===== src/sv/stream_find_replace_top_defines.svh =====
// Assertion macros shared by the stream find-and-replace modules.
// The enclosing module must provide i_clk and i_rst_n.
`ifndef STREAM_FIND_REPLACE_TOP_DEFINES_SVH
`define STREAM_FIND_REPLACE_TOP_DEFINES_SVH

`ifndef SYNTH

`define SFR_ASSERT(lbl, prop) \
    lbl: assert property (@(posedge i_clk) disable iff (!i_rst_n) (prop)) \
        else $error("sfr: assertion failed");

`define SFR_ASSERT_IMPL(lbl, ante, cons) \
    lbl: assert property (@(posedge i_clk) disable iff (!i_rst_n) (ante) |-> (cons)) \
        else $error("sfr: implication failed");

`define SFR_ASSERT_NEXT(lbl, ante, cons) \
    lbl: assert property (@(posedge i_clk) disable iff (!i_rst_n) (ante) |=> (cons)) \
        else $error("sfr: next-cycle check failed");

`else

`define SFR_ASSERT(lbl, prop)
`define SFR_ASSERT_IMPL(lbl, ante, cons)
`define SFR_ASSERT_NEXT(lbl, ante, cons)

`endif

`endif


===== src/sv/sfr_pkg.sv =====
package sfr_pkg;

    // Bytes held by one pair of 64-bit pattern or replacement registers.
    localparam int REG_BYTES  = 16;
    localparam int CFG_IDX_W  = 3;
    localparam int CFG_DATA_W = 64;
    localparam int LEN_W      = 5;

    localparam logic [CFG_IDX_W-1:0] REG_PAT_LO  = 3'd0;
    localparam logic [CFG_IDX_W-1:0] REG_PAT_HI  = 3'd1;
    localparam logic [CFG_IDX_W-1:0] REG_PAT_LEN = 3'd2;
    localparam logic [CFG_IDX_W-1:0] REG_REP_LO  = 3'd3;
    localparam logic [CFG_IDX_W-1:0] REG_REP_HI  = 3'd4;
    localparam logic [CFG_IDX_W-1:0] REG_REP_LEN = 3'd5;

    typedef logic [7:0] t_byte;

    typedef enum logic [2:0] {
        S_IDLE,
        S_SCAN,
        S_REPL,
        S_FLUSH,
        S_DONE
    } t_state;

    typedef struct packed {
        logic accept;
        logic emit_held;
        logic emit_repl;
        logic repl_start;
        logic clear_count;
        logic final_push;
        logic bare_push;
    } t_cmd;

    typedef struct packed {
        logic count_zero;
        logic prefix_ok;
        logic count_eq_plen;
        logic repl_done;
        logic eos;
        logic pend_v;
        logic out_free;
        logic gen_ok;
    } t_status;

endpackage


===== src/sv/sfr_datapath.sv =====
`include "stream_find_replace_top_defines.svh"

module sfr_datapath #(
    parameter int HELD_DEPTH = 16,
    parameter int REPL_LIM   = 16
) (
    input  logic                            i_clk,
    input  logic                            i_rst_n,
    input  logic [7:0]                      i_in_byte,
    input  logic                            i_end_of_stream,
    input  logic                            i_stall,
    input  logic                            i_cfg_we,
    input  logic [sfr_pkg::CFG_IDX_W-1:0]   i_cfg_index,
    input  logic [sfr_pkg::CFG_DATA_W-1:0]  i_cfg_data,
    input  sfr_pkg::t_cmd                   i_cmd,
    output sfr_pkg::t_status                o_status,
    output logic                            o_valid,
    output logic [7:0]                      o_out_byte,
    output logic                            o_byte_valid,
    output logic                            o_run_last,
    output logic                            o_stream_end
);
    import sfr_pkg::*;

    localparam int CNT_W  = $clog2(HELD_DEPTH + 1);
    localparam int HIDX_W = (HELD_DEPTH > 1) ? $clog2(HELD_DEPTH) : 1;
    localparam int RIDX_W = $clog2(REPL_LIM + 2);

    logic [CFG_DATA_W-1:0]   r_pat_lo;
    logic [CFG_DATA_W-1:0]   r_pat_hi;
    logic [CFG_DATA_W-1:0]   r_rep_lo;
    logic [CFG_DATA_W-1:0]   r_rep_hi;
    logic [LEN_W-1:0]        r_pat_len;
    logic [LEN_W-1:0]        r_rep_len;

    t_byte                   r_held [HELD_DEPTH];
    logic [CNT_W-1:0]        r_count;
    logic [RIDX_W-1:0]       r_ridx;
    logic                    r_eos;

    logic                    r_pend_v;
    t_byte                   r_pend_byte;
    logic                    r_out_v;
    t_byte                   r_out_byte;
    logic                    r_out_bv;
    logic                    r_out_last;
    logic                    r_out_end;

    logic [2*CFG_DATA_W-1:0] pat_vec;
    logic [2*CFG_DATA_W-1:0] rep_vec;
    logic [LEN_W-1:0]        plen;
    logic [LEN_W-1:0]        rlen;
    logic [LEN_W-1:0]        ridx_ext;
    logic                    prefix_ok;
    t_byte                   rep_byte;
    t_byte                   new_byte;
    logic                    gen;
    logic                    out_free;
    logic                    out_taken;
    logic                    push_out;

    assign pat_vec = {r_pat_hi, r_pat_lo};
    assign rep_vec = {r_rep_hi, r_rep_lo};

    // Effective lengths: a zero pattern length counts as one, both saturate.
    always_comb begin
        plen = r_pat_len;
        if (plen == '0) begin
            plen = LEN_W'(1);
        end
        if (plen > LEN_W'(HELD_DEPTH)) begin
            plen = LEN_W'(HELD_DEPTH);
        end
        rlen = r_rep_len;
        if (rlen > LEN_W'(REPL_LIM)) begin
            rlen = LEN_W'(REPL_LIM);
        end
    end

    always_comb begin
        prefix_ok = 1'b1;
        for (int i = 0; i < HELD_DEPTH; i++) begin
            if ((CNT_W'(i) < r_count) && (r_held[i] != pat_vec[i*8 +: 8])) begin
                prefix_ok = 1'b0;
            end
        end
    end

    assign ridx_ext  = LEN_W'(r_ridx);
    assign rep_byte  = rep_vec[ridx_ext[3:0]*8 +: 8];
    assign new_byte  = i_cmd.emit_held ? r_held[0] : rep_byte;
    assign gen       = i_cmd.emit_held || i_cmd.emit_repl;
    assign out_free  = !r_out_v || !i_stall;
    assign out_taken = r_out_v && !i_stall;
    assign push_out  = (gen && r_pend_v) || i_cmd.final_push || i_cmd.bare_push;

    assign o_status.count_zero    = (r_count == '0);
    assign o_status.prefix_ok     = prefix_ok;
    assign o_status.count_eq_plen = (LEN_W'(r_count) == plen);
    assign o_status.repl_done     = (ridx_ext == rlen);
    assign o_status.eos           = r_eos;
    assign o_status.pend_v        = r_pend_v;
    assign o_status.out_free      = out_free;
    assign o_status.gen_ok        = !r_pend_v || out_free;

    // Pattern writes are dropped while a prefix is held.
    always_ff @(posedge i_clk) begin
        if (!i_rst_n) begin
            r_pat_lo  <= '0;
            r_pat_hi  <= '0;
            r_pat_len <= LEN_W'(1);
            r_rep_lo  <= '0;
            r_rep_hi  <= '0;
            r_rep_len <= '0;
        end else if (i_cfg_we) begin
            case (i_cfg_index)
                REG_PAT_LO: begin
                    if (r_count == '0) r_pat_lo <= i_cfg_data;
                end
                REG_PAT_HI: begin
                    if (r_count == '0) r_pat_hi <= i_cfg_data;
                end
                REG_PAT_LEN: begin
                    if (r_count == '0) r_pat_len <= i_cfg_data[LEN_W-1:0];
                end
                REG_REP_LO: begin
                    r_rep_lo <= i_cfg_data;
                end
                REG_REP_HI: begin
                    r_rep_hi <= i_cfg_data;
                end
                REG_REP_LEN: begin
                    r_rep_len <= i_cfg_data[LEN_W-1:0];
                end
                default: begin
                end
            endcase
        end
    end

    always_ff @(posedge i_clk) begin
        if (!i_rst_n) begin
            r_count  <= '0;
            r_ridx   <= '0;
            r_pend_v <= 1'b0;
            r_out_v  <= 1'b0;
        end else begin
            if (i_cmd.accept) begin
                r_count <= r_count + CNT_W'(1);
            end else if (i_cmd.emit_held) begin
                r_count <= r_count - CNT_W'(1);
            end else if (i_cmd.clear_count) begin
                r_count <= '0;
            end

            if (i_cmd.repl_start) begin
                r_ridx <= '0;
            end else if (i_cmd.emit_repl) begin
                r_ridx <= r_ridx + RIDX_W'(1);
            end

            if (gen) begin
                r_pend_v <= 1'b1;
            end else if (i_cmd.final_push) begin
                r_pend_v <= 1'b0;
            end

            if (out_taken) begin
                r_out_v <= 1'b0;
            end
            if (push_out) begin
                r_out_v <= 1'b1;
            end
        end
    end

    always_ff @(posedge i_clk) begin
        if (i_cmd.accept) begin
            r_held[r_count[HIDX_W-1:0]] <= i_in_byte;
            r_eos <= i_end_of_stream;
        end else if (i_cmd.emit_held) begin
            for (int i = 0; i < HELD_DEPTH - 1; i++) begin
                r_held[i] <= r_held[i+1];
            end
        end

        if (gen) begin
            r_pend_byte <= new_byte;
        end

        if (gen && r_pend_v) begin
            r_out_byte <= r_pend_byte;
            r_out_bv   <= 1'b1;
            r_out_last <= 1'b0;
            r_out_end  <= 1'b0;
        end else if (i_cmd.final_push) begin
            r_out_byte <= r_pend_byte;
            r_out_bv   <= 1'b1;
            r_out_last <= 1'b1;
            r_out_end  <= r_eos;
        end else if (i_cmd.bare_push) begin
            r_out_byte <= '0;
            r_out_bv   <= 1'b0;
            r_out_last <= 1'b1;
            r_out_end  <= 1'b1;
        end
    end

    assign o_valid      = r_out_v;
    assign o_out_byte   = r_out_byte;
    assign o_byte_valid = r_out_bv;
    assign o_run_last   = r_out_last;
    assign o_stream_end = r_out_end;

    `SFR_ASSERT(a_count_bound, r_count <= CNT_W'(HELD_DEPTH))
    `SFR_ASSERT_IMPL(a_no_overwrite, gen && r_pend_v, out_free)
    `SFR_ASSERT_NEXT(a_final_marks_last, i_cmd.final_push, r_out_v && r_out_last && !r_pend_v)

endmodule


===== src/sv/sfr_ctrl.sv =====
`include "stream_find_replace_top_defines.svh"

module sfr_ctrl (
    input  logic             i_clk,
    input  logic             i_rst_n,
    input  logic             i_valid,
    input  sfr_pkg::t_status i_status,
    output logic             o_stall,
    output sfr_pkg::t_cmd    o_cmd
);
    import sfr_pkg::*;

    t_state r_state;
    t_state n_state;

    always_ff @(posedge i_clk) begin
        if (!i_rst_n) begin
            r_state <= S_IDLE;
        end else begin
            r_state <= n_state;
        end
    end

    always_comb begin
        n_state = r_state;
        case (r_state)
            S_IDLE: begin
                if (i_valid) n_state = S_SCAN;
            end
            S_SCAN: begin
                if (!i_status.count_zero && !i_status.prefix_ok) begin
                    n_state = S_SCAN;
                end else if (i_status.count_eq_plen) begin
                    n_state = S_REPL;
                end else if (i_status.eos) begin
                    n_state = S_FLUSH;
                end else begin
                    n_state = S_DONE;
                end
            end
            S_REPL: begin
                if (i_status.repl_done) begin
                    n_state = i_status.eos ? S_FLUSH : S_DONE;
                end
            end
            S_FLUSH: begin
                if (i_status.count_zero) n_state = S_DONE;
            end
            S_DONE: begin
                if (i_status.pend_v || i_status.eos) begin
                    if (i_status.out_free) n_state = S_IDLE;
                end else begin
                    n_state = S_IDLE;
                end
            end
            default: begin
                n_state = S_IDLE;
            end
        endcase
    end

    always_comb begin
        o_cmd   = '0;
        o_stall = 1'b1;
        case (r_state)
            S_IDLE: begin
                o_stall      = 1'b0;
                o_cmd.accept = i_valid;
            end
            S_SCAN: begin
                if (!i_status.count_zero && !i_status.prefix_ok) begin
                    o_cmd.emit_held = i_status.gen_ok;
                end else if (i_status.count_eq_plen) begin
                    o_cmd.repl_start = 1'b1;
                end
            end
            S_REPL: begin
                if (!i_status.repl_done) begin
                    o_cmd.emit_repl = i_status.gen_ok;
                end else begin
                    o_cmd.clear_count = 1'b1;
                end
            end
            S_FLUSH: begin
                if (!i_status.count_zero) begin
                    o_cmd.emit_held = i_status.gen_ok;
                end
            end
            S_DONE: begin
                if (i_status.pend_v) begin
                    o_cmd.final_push = i_status.out_free;
                end else if (i_status.eos) begin
                    o_cmd.bare_push = i_status.out_free;
                end
            end
            default: begin
            end
        endcase
    end

    `SFR_ASSERT_IMPL(a_idle_no_pending, r_state == S_IDLE, !i_status.pend_v)
    `SFR_ASSERT_NEXT(a_accept_to_scan, o_cmd.accept, r_state == S_SCAN)

endmodule


===== src/sv/stream_find_replace_top.sv =====
// Streaming find-and-replace, one text byte per item.
// Input channel: i_valid / o_stall with i_in_byte and i_end_of_stream. An
// item is taken at a clock edge where i_valid is high and o_stall is low.
// Output channel: o_valid / i_stall with o_out_byte, o_byte_valid,
// o_run_last and o_stream_end. Each input item yields zero or more result
// items; o_run_last flags the last one of a run, o_stream_end the last one
// of the text, and a run with no bytes at end of text is a bare marker with
// o_byte_valid low.
// Items are handled one at a time. An item that produces nothing passes
// through accept, prefix check and wrap-up; each emitted byte goes through
// the serial emit path, and an item also passes through a replacement step
// when it completes a match and a flush step when it ends the text. The
// last result of a run reaches the output register at wrap-up.
// A receiver stall freezes the output register; the emit path backs up
// through its one-byte holding stage and o_stall stays high meanwhile.
// Reset (synchronous, active low) empties the held prefix and both output
// stages and restores the registers to pattern length one, no replacement.
// Configuration is written through i_cfg_we / i_cfg_index / i_cfg_data.
module stream_find_replace_top #(
    parameter int MAX_PATTERN_BYTES     = 16,
    parameter int MAX_REPLACEMENT_BYTES = 16
) (
    input  logic                            i_clk,
    input  logic                            i_rst_n,
    input  logic                            i_valid,
    output logic                            o_stall,
    input  logic [7:0]                      i_in_byte,
    input  logic                            i_end_of_stream,
    output logic                            o_valid,
    input  logic                            i_stall,
    output logic [7:0]                      o_out_byte,
    output logic                            o_byte_valid,
    output logic                            o_run_last,
    output logic                            o_stream_end,
    input  logic                            i_cfg_we,
    input  logic [sfr_pkg::CFG_IDX_W-1:0]   i_cfg_index,
    input  logic [sfr_pkg::CFG_DATA_W-1:0]  i_cfg_data
);
    import sfr_pkg::*;

    // The registers carry at most sixteen bytes, so the held buffer and the
    // replacement counter never need to be deeper than that.
    localparam int HELD_DEPTH =
        (MAX_PATTERN_BYTES < REG_BYTES) ? MAX_PATTERN_BYTES : REG_BYTES;
    localparam int REPL_LIM =
        (MAX_REPLACEMENT_BYTES < REG_BYTES) ? MAX_REPLACEMENT_BYTES : REG_BYTES;

    t_cmd    cmd;
    t_status status;

    sfr_ctrl u_ctrl (
        .i_clk    (i_clk),
        .i_rst_n  (i_rst_n),
        .i_valid  (i_valid),
        .i_status (status),
        .o_stall  (o_stall),
        .o_cmd    (cmd)
    );

    sfr_datapath #(
        .HELD_DEPTH (HELD_DEPTH),
        .REPL_LIM   (REPL_LIM)
    ) u_datapath (
        .i_clk           (i_clk),
        .i_rst_n         (i_rst_n),
        .i_in_byte       (i_in_byte),
        .i_end_of_stream (i_end_of_stream),
        .i_stall         (i_stall),
        .i_cfg_we        (i_cfg_we),
        .i_cfg_index     (i_cfg_index),
        .i_cfg_data      (i_cfg_data),
        .i_cmd           (cmd),
        .o_status        (status),
        .o_valid         (o_valid),
        .o_out_byte      (o_out_byte),
        .o_byte_valid    (o_byte_valid),
        .o_run_last      (o_run_last),
        .o_stream_end    (o_stream_end)
    );

endmodule

===== config.mk =====
export PLATFORM = sky130hd
export DESIGN_NAME = stream_find_replace_top
export DESIGN_NICKNAME = d
export VERILOG_FILES = /design/src/sv/sfr_pkg.sv /design/src/sv/sfr_datapath.sv /design/src/sv/sfr_ctrl.sv /design/src/sv/stream_find_replace_top.sv
export VERILOG_INCLUDE_DIRS = /design/src /design/src/sv
export SDC_FILE = /design/constraint.sdc
export NUM_CORES = 1
export LEC_CHECK = 0
export ABC_AREA = 1
export BUFFER_PORTS_ARGS = -buffer_cell sky130_fd_sc_hd__buf_4
export CAP_MARGIN = 15
export CORE_MARGIN = 1
export CORE_UTILIZATION = 38
export DETAILED_ROUTE_END_ITERATION = 8
export GPL_TIMING_DRIVEN = 0
export PLACE_DENSITY = 0.55
export RECOVER_POWER = 100
export SYNTH_ARGS = -nofsm -noshare
export SYNTH_HDL_FRONTEND = slang
export SYNTH_SLANG_ARGS = --single-unit

===== constraint.sdc =====
create_clock -name i_clk -period 3 [get_ports i_clk]
set_clock_uncertainty 0.1 [all_clocks]
set_input_delay 0.15 -clock i_clk [delete_from_list [all_inputs] [get_ports i_clk]]
set_output_delay 0.15 -clock i_clk [all_outputs]
set_load 0.02 [all_outputs]

==> impl_metrics.xml <==
<?xml version="1.0" encoding="UTF-8"?>
<metrics>
  <group name="route">
    <metric name="firstDrtPassIters" unit="">6</metric>
    <metric name="routedLengthMet1" unit="um">31520</metric>
    <metric name="wire_per_inst" unit="um">22.72</metric>
    <metric name="drtAntennaViolNets" unit="">0</metric>
    <metric name="vias_per_cell" unit="">5.342</metric>
    <metric name="routed.top_layer" unit="">met4</metric>
    <metric name="detail_route.drc_violations" unit="">0</metric>
    <metric name="route.vias.total" unit="">17833</metric>
    <metric name="postRouteWirelength" unit="um">75840</metric>
    <metric name="dr_wl_met3" unit="um">5729</metric>
    <metric name="dr_wl_met2" unit="um">35490</metric>
    <metric name="drt_iter0_markers" unit="">1732</metric>
  </group>
  <group name="global_routing">
    <metric name="first_pass_grt_wire_length" unit="um">109400</metric>
    <metric name="overflow" unit="">0</metric>
    <metric name="grt_antenna_before_repair" unit="">1</metric>
    <metric name="grt_max_degree" unit="">14</metric>
    <metric name="track_usage" unit="%">29.59</metric>
    <metric name="via_count_of_the_first_global_routing_pass" unit="">17137</metric>
  </group>
  <group name="synthesis">
    <metric name="largest_family_of_logic_cells_by_synthesized_area" unit="">simple AND/OR/NAND/NOR gates</metric>
    <metric name="asyncSetResetFlopFracSynth" unit="%">0</metric>
    <metric name="commonest_cells_in_the_synthesized_netlist" unit="">sky130_fd_sc_hd__nor2_1, sky130_fd_sc_hd__o21ai_0, sky130_fd_sc_hd__nand2_1, sky130_fd_sc_hd__dfxtp_1, sky130_fd_sc_hd__edfxtp_1</metric>
    <metric name="synth-edff-count" unit="">145</metric>
    <metric name="synth_top_flop_cell" unit="">sky130_fd_sc_hd__dfxtp_1</metric>
    <metric name="yosysUniqueCellTypes" unit="">38</metric>
    <metric name="synthXorXnorAreaFrac" unit="%">5.342</metric>
    <metric name="yosys.cell_count.top_type" unit="">sky130_fd_sc_hd__nor2_1</metric>
    <metric name="syn-mean-instance-area" unit="sq um">8.046</metric>
    <metric name="synth.yosys.seq_area_share" unit="%">52.34</metric>
    <metric name="cell_taking_the_most_area_after_synthesis" unit="">sky130_fd_sc_hd__dfxtp_1</metric>
    <metric name="yosys.area_share.adder" unit="%">0.3261</metric>
    <metric name="synth.area.top_cells" unit="">sky130_fd_sc_hd__dfxtp_1, sky130_fd_sc_hd__edfxtp_1, sky130_fd_sc_hd__nor2_1</metric>
    <metric name="yosys-mux-area-fraction" unit="%">0.7827</metric>
    <metric name="post_synth_instance_area" unit="sq um">19180</metric>
    <metric name="synth-compound-area-share" unit="%">11.89</metric>
    <metric name="yosysWarnings" unit="">0</metric>
    <metric name="synth_seq_cells" unit="">429</metric>
    <metric name="synthSimpleGateAreaFrac" unit="%">23.83</metric>
    <metric name="synthesis.nets" unit="">2470</metric>
    <metric name="synth_cells" unit="">2384</metric>
    <metric name="synthDominantCellAreaShare" unit="%">29.64</metric>
  </group>
  <group name="timing">
    <metric name="finalHoldViolations" unit="">0</metric>
    <metric name="setup-tns-final" unit="ns">-0.01188</metric>
    <metric name="setup_repair_after_global_routing_missed_its_margin" unit="">true</metric>
    <metric name="worst_slack" unit="ns">-0.01188</metric>
    <metric name="setup_violations" unit="">1</metric>
    <metric name="fin_crit_sh" unit="%">100.4</metric>
    <metric name="tightestPinTransition" unit="ns">0.9527</metric>
    <metric name="max_freq" unit="MHz">332.0</metric>
    <metric name="drv_slew" unit="">0</metric>
    <metric name="period_needed" unit="ns">3.012</metric>
    <metric name="timing.slew.headroom" unit="%">36.25</metric>
  </group>
  <group name="critical_path">
    <metric name="timing.rr.start" unit="">u_datapath.r_count[1]</metric>
    <metric name="startpoint_type" unit="">register</metric>
    <metric name="max_stage_delay" unit="ns">0.35</metric>
    <metric name="worstPathBufferInverterCount" unit="">8</metric>
    <metric name="path_delay_family" unit="">simple AND/OR/NAND/NOR gates</metric>
    <metric name="timing_worst_setup_path_type" unit="">register to register</metric>
    <metric name="critical_path.endpoint_type" unit="">register</metric>
    <metric name="r2r_slack" unit="ns">-0.01</metric>
    <metric name="timing.critical_path.arrival" unit="ns">3.27</metric>
    <metric name="required" unit="ns">3.25</metric>
    <metric name="cp_cell_sequence" unit="">buf_8 &gt; clkinvlp_4 &gt; buf_4 &gt; buf_4 &gt; nand2_1 &gt; nand2_1 &gt; inv_1 &gt; nand2_1 &gt; nand2_1 &gt; inv_1 &gt; nand2_1 &gt; nor2_2 &gt; nand2_4 &gt; nand3_4 &gt; nand2_4 &gt; nand2_8 &gt; clkbuf_16 &gt; buf_8 &gt; nand4_1 &gt; o21a_1</metric>
    <metric name="critical-path-slowest-cell" unit="">sky130_fd_sc_hd__dfxtp_4</metric>
    <metric name="critPathLaunch" unit="">u_datapath.r_count[1]</metric>
    <metric name="path_max_fanout" unit="">10</metric>
    <metric name="worst_path_most_repeated_cell" unit="">sky130_fd_sc_hd__nand2_1</metric>
  </group>
  <group name="final_layout">
    <metric name="num_antenna_cells" unit="">0</metric>
    <metric name="finish.utilization" unit="%">47.88</metric>
    <metric name="finalNetCount" unit="">2722</metric>
    <metric name="syn_to_final_growth" unit="%">23.19</metric>
    <metric name="drive_gt1_share" unit="%">10.43</metric>
  </group>
  <group name="min_path">
    <metric name="worstHoldPathType" unit="">input pin to register</metric>
    <metric name="hold_path_startpoint" unit="">i_cfg_index[1]</metric>
  </group>
  <group name="placed_design">
    <metric name="placement.io_buffers" unit="">92</metric>
    <metric name="globalplace.congestion" unit="">0.9656</metric>
    <metric name="detailedPlacementHpwl" unit="um">55770</metric>
  </group>
  <group name="floorplanning">
    <metric name="io_pins" unit="">94</metric>
    <metric name="floorplan.initialDensity" unit="%">38.86</metric>
    <metric name="die_area" unit="sq um">51380</metric>
    <metric name="die-width" unit="um">226.7</metric>
    <metric name="dieHeight" unit="um">226.7</metric>
    <metric name="placement_rows" unit="">81</metric>
    <metric name="core_area" unit="sq um">49360</metric>
  </group>
  <group name="clock_network">
    <metric name="clock_sinks" unit="">429</metric>
    <metric name="insertion_delay" unit="ns">0.60</metric>
    <metric name="cts_root_buf" unit="">sky130_fd_sc_hd__clkbuf_16</metric>
    <metric name="cts_htree_levels" unit="">2</metric>
    <metric name="tritoncts_clock_tree" unit="">built</metric>
    <metric name="cts_buffers" unit="">47</metric>
    <metric name="clock_tree.buffer_depth" unit="">3</metric>
    <metric name="clk_pin_slew" unit="ns">0.06</metric>
  </group>
  <group name="run_status">
    <metric name="failed_checks" unit="">negative setup slack</metric>
    <metric name="run_status" unit="">finished, violations left</metric>
  </group>
  <group name="job">
    <metric name="max_cap_viol_count" unit="">0</metric>
  </group>
  <group name="power_and_ir_drop">
    <metric name="leakagePower" unit="nW">9.661</metric>
    <metric name="power_density" unit="nW/um^2">722.6</metric>
    <metric name="peakVddDrop" unit="V">0.0004009</metric>
  </group>
</metrics>
-- kinds of logic after synthesis --
group | count (synthesis)
AOI/OAI and AO/OA | 424
xor gates and xnor gates | 117
adders and majority gates | 5
buffers and inverters | 256
DFF | 429
muxes | 15
and+or+nand+nor | 1138
-- where the power goes --
part | switching (mW) | internal (mW) | total, mW
clock network | 2.49 | 3.36 | 5.86
logic | 2.70 | 1.35 | 4.05
registers | 0.427 | 6.74 | 7.17
total | 5.62 | 11.5 | 17.1
-- routing by layer --
metal,vias up,track usage (%)
li1,8335,-
met1,8527,38.52
met2,791,49.27
met3,180,4.458
met4,0,11.36
met5,-,0
-- flip-flops by register name, indices dropped and copies added (netlist names), 8 cells and up --
register                count
u_datapath.r_pend_byte      8
u_datapath.r_rep_lo        64
u_datapath.r_rep_hi        64
u_datapath.r_held         128
u_datapath.o_out_byte       8
u_datapath.r_pat_hi        64
u_datapath.r_pat_lo        64
-- per-stage QoR --
| stage | cells | setup WS, ns | hold WS [ns] | instance area (sq um) | power [mW] |
|---|---|---|---|---|---|
| 2_1_floorplan | 2384 | 0.4274 | 0.1489 | 19180 | 9.305 |
| 3_3_place_gp | 3140 | -0.8123 | 0.2435 | 20700 | 10.70 |
| 3_5_place_dp | 3150 | -0.5030 | 0.2446 | 20810 | 10.77 |
| 4_1_cts | 3323 | -0.05893 | 0.01558 | 23340 | 16.80 |
| 5_1_grt | 3338 | -0.05170 | 0.04191 | 23630 | 17.73 |
| 6_report | 3338 | -0.01188 | 0.01957 | 23630 | 17.08 |
-- final cells by class --
| cell class | count | area [sq um] |
|---|---|---|
| Tap cell | 664 | 830.8 |
| Multi-Input combinational cell | 1700 | 8315 |
| Clock inverter | 23 | 231.5 |
| Sequential cell | 429 | 10040 |
| Fill cell | 4890 | 25730 |
| Clock buffer | 64 | 1291 |
| Inverter | 112 | 427.9 |
| Buffer | 144 | 767.0 |
| Timing Repair Buffer | 202 | 1722 |
-- layout by cell type, fill, tap and decap left out, types with 8 or more instances in the layout --
cell type,count
sky130_fd_sc_hd__nand2_1,318
sky130_fd_sc_hd__clkinv_1,9
sky130_fd_sc_hd__xnor2_1,103
sky130_fd_sc_hd__o21ai_0,327
sky130_fd_sc_hd__buf_2,17
sky130_fd_sc_hd__mux2i_1,15
sky130_fd_sc_hd__clkbuf_16,50
sky130_fd_sc_hd__xor2_1,13
sky130_fd_sc_hd__inv_1,98
sky130_fd_sc_hd__inv_2,10
sky130_fd_sc_hd__o21a_1,8
sky130_fd_sc_hd__edfxtp_1,145
sky130_fd_sc_hd__dfxtp_1,282
sky130_fd_sc_hd__buf_4,98
sky130_fd_sc_hd__dlygate4sd3_1,79
sky130_fd_sc_hd__clkbuf_1,118
sky130_fd_sc_hd__nand4_1,20
sky130_fd_sc_hd__nand2_2,8
sky130_fd_sc_hd__buf_6,15
sky130_fd_sc_hd__o21ai_2,10
sky130_fd_sc_hd__nor2_1,636
sky130_fd_sc_hd__nand3_1,129
sky130_fd_sc_hd__o32ai_1,17
sky130_fd_sc_hd__a21oi_1,33
sky130_fd_sc_hd__buf_1,11
sky130_fd_sc_hd__o221ai_1,15
-- worst reg2reg max path, stage by stage, from the launching register on --
cell                         delay [ns]
sky130_fd_sc_hd__dfxtp_4           0.35
sky130_fd_sc_hd__buf_8             0.14
sky130_fd_sc_hd__clkinvlp_4        0.10
sky130_fd_sc_hd__buf_4             0.12
sky130_fd_sc_hd__buf_4             0.12
sky130_fd_sc_hd__nand2_1           0.06
sky130_fd_sc_hd__nand2_1           0.07
sky130_fd_sc_hd__inv_1             0.04
sky130_fd_sc_hd__nand2_1           0.05
sky130_fd_sc_hd__nand2_1           0.05
sky130_fd_sc_hd__inv_1             0.05
sky130_fd_sc_hd__nand2_1           0.08
sky130_fd_sc_hd__nor2_2            0.20
sky130_fd_sc_hd__nand2_4           0.11
sky130_fd_sc_hd__nand3_4           0.09
sky130_fd_sc_hd__nand2_4           0.09
sky130_fd_sc_hd__nand2_8           0.15
sky130_fd_sc_hd__clkbuf_16         0.18
sky130_fd_sc_hd__buf_8             0.15
sky130_fd_sc_hd__nand4_1           0.26
sky130_fd_sc_hd__o21a_1            0.21
-- worst paths after layout --
| check | end | cells past startpoint |
|---|---|---|
| worst min-delay path | u_datapath.r_pat_len[0] | 7 |
| worst min register to register | u_datapath.o_byte_valid | 2 |
| worst max register to register | u_datapath.r_pend_byte[6] | 20 |
| worst max-delay path | u_datapath.r_pend_byte[6] | 20 |
-- what timing repair did --
item,CTS,global route
pin swaps,1,3
setup endpoints to repair,313,366
gates resized for setup,64,89
buffers inserted,7,12
cloned,0,3
hold buffers,79,0
hold endpoints to repair,307,0
Note: power is estimated with default switching activity, not from simulation.
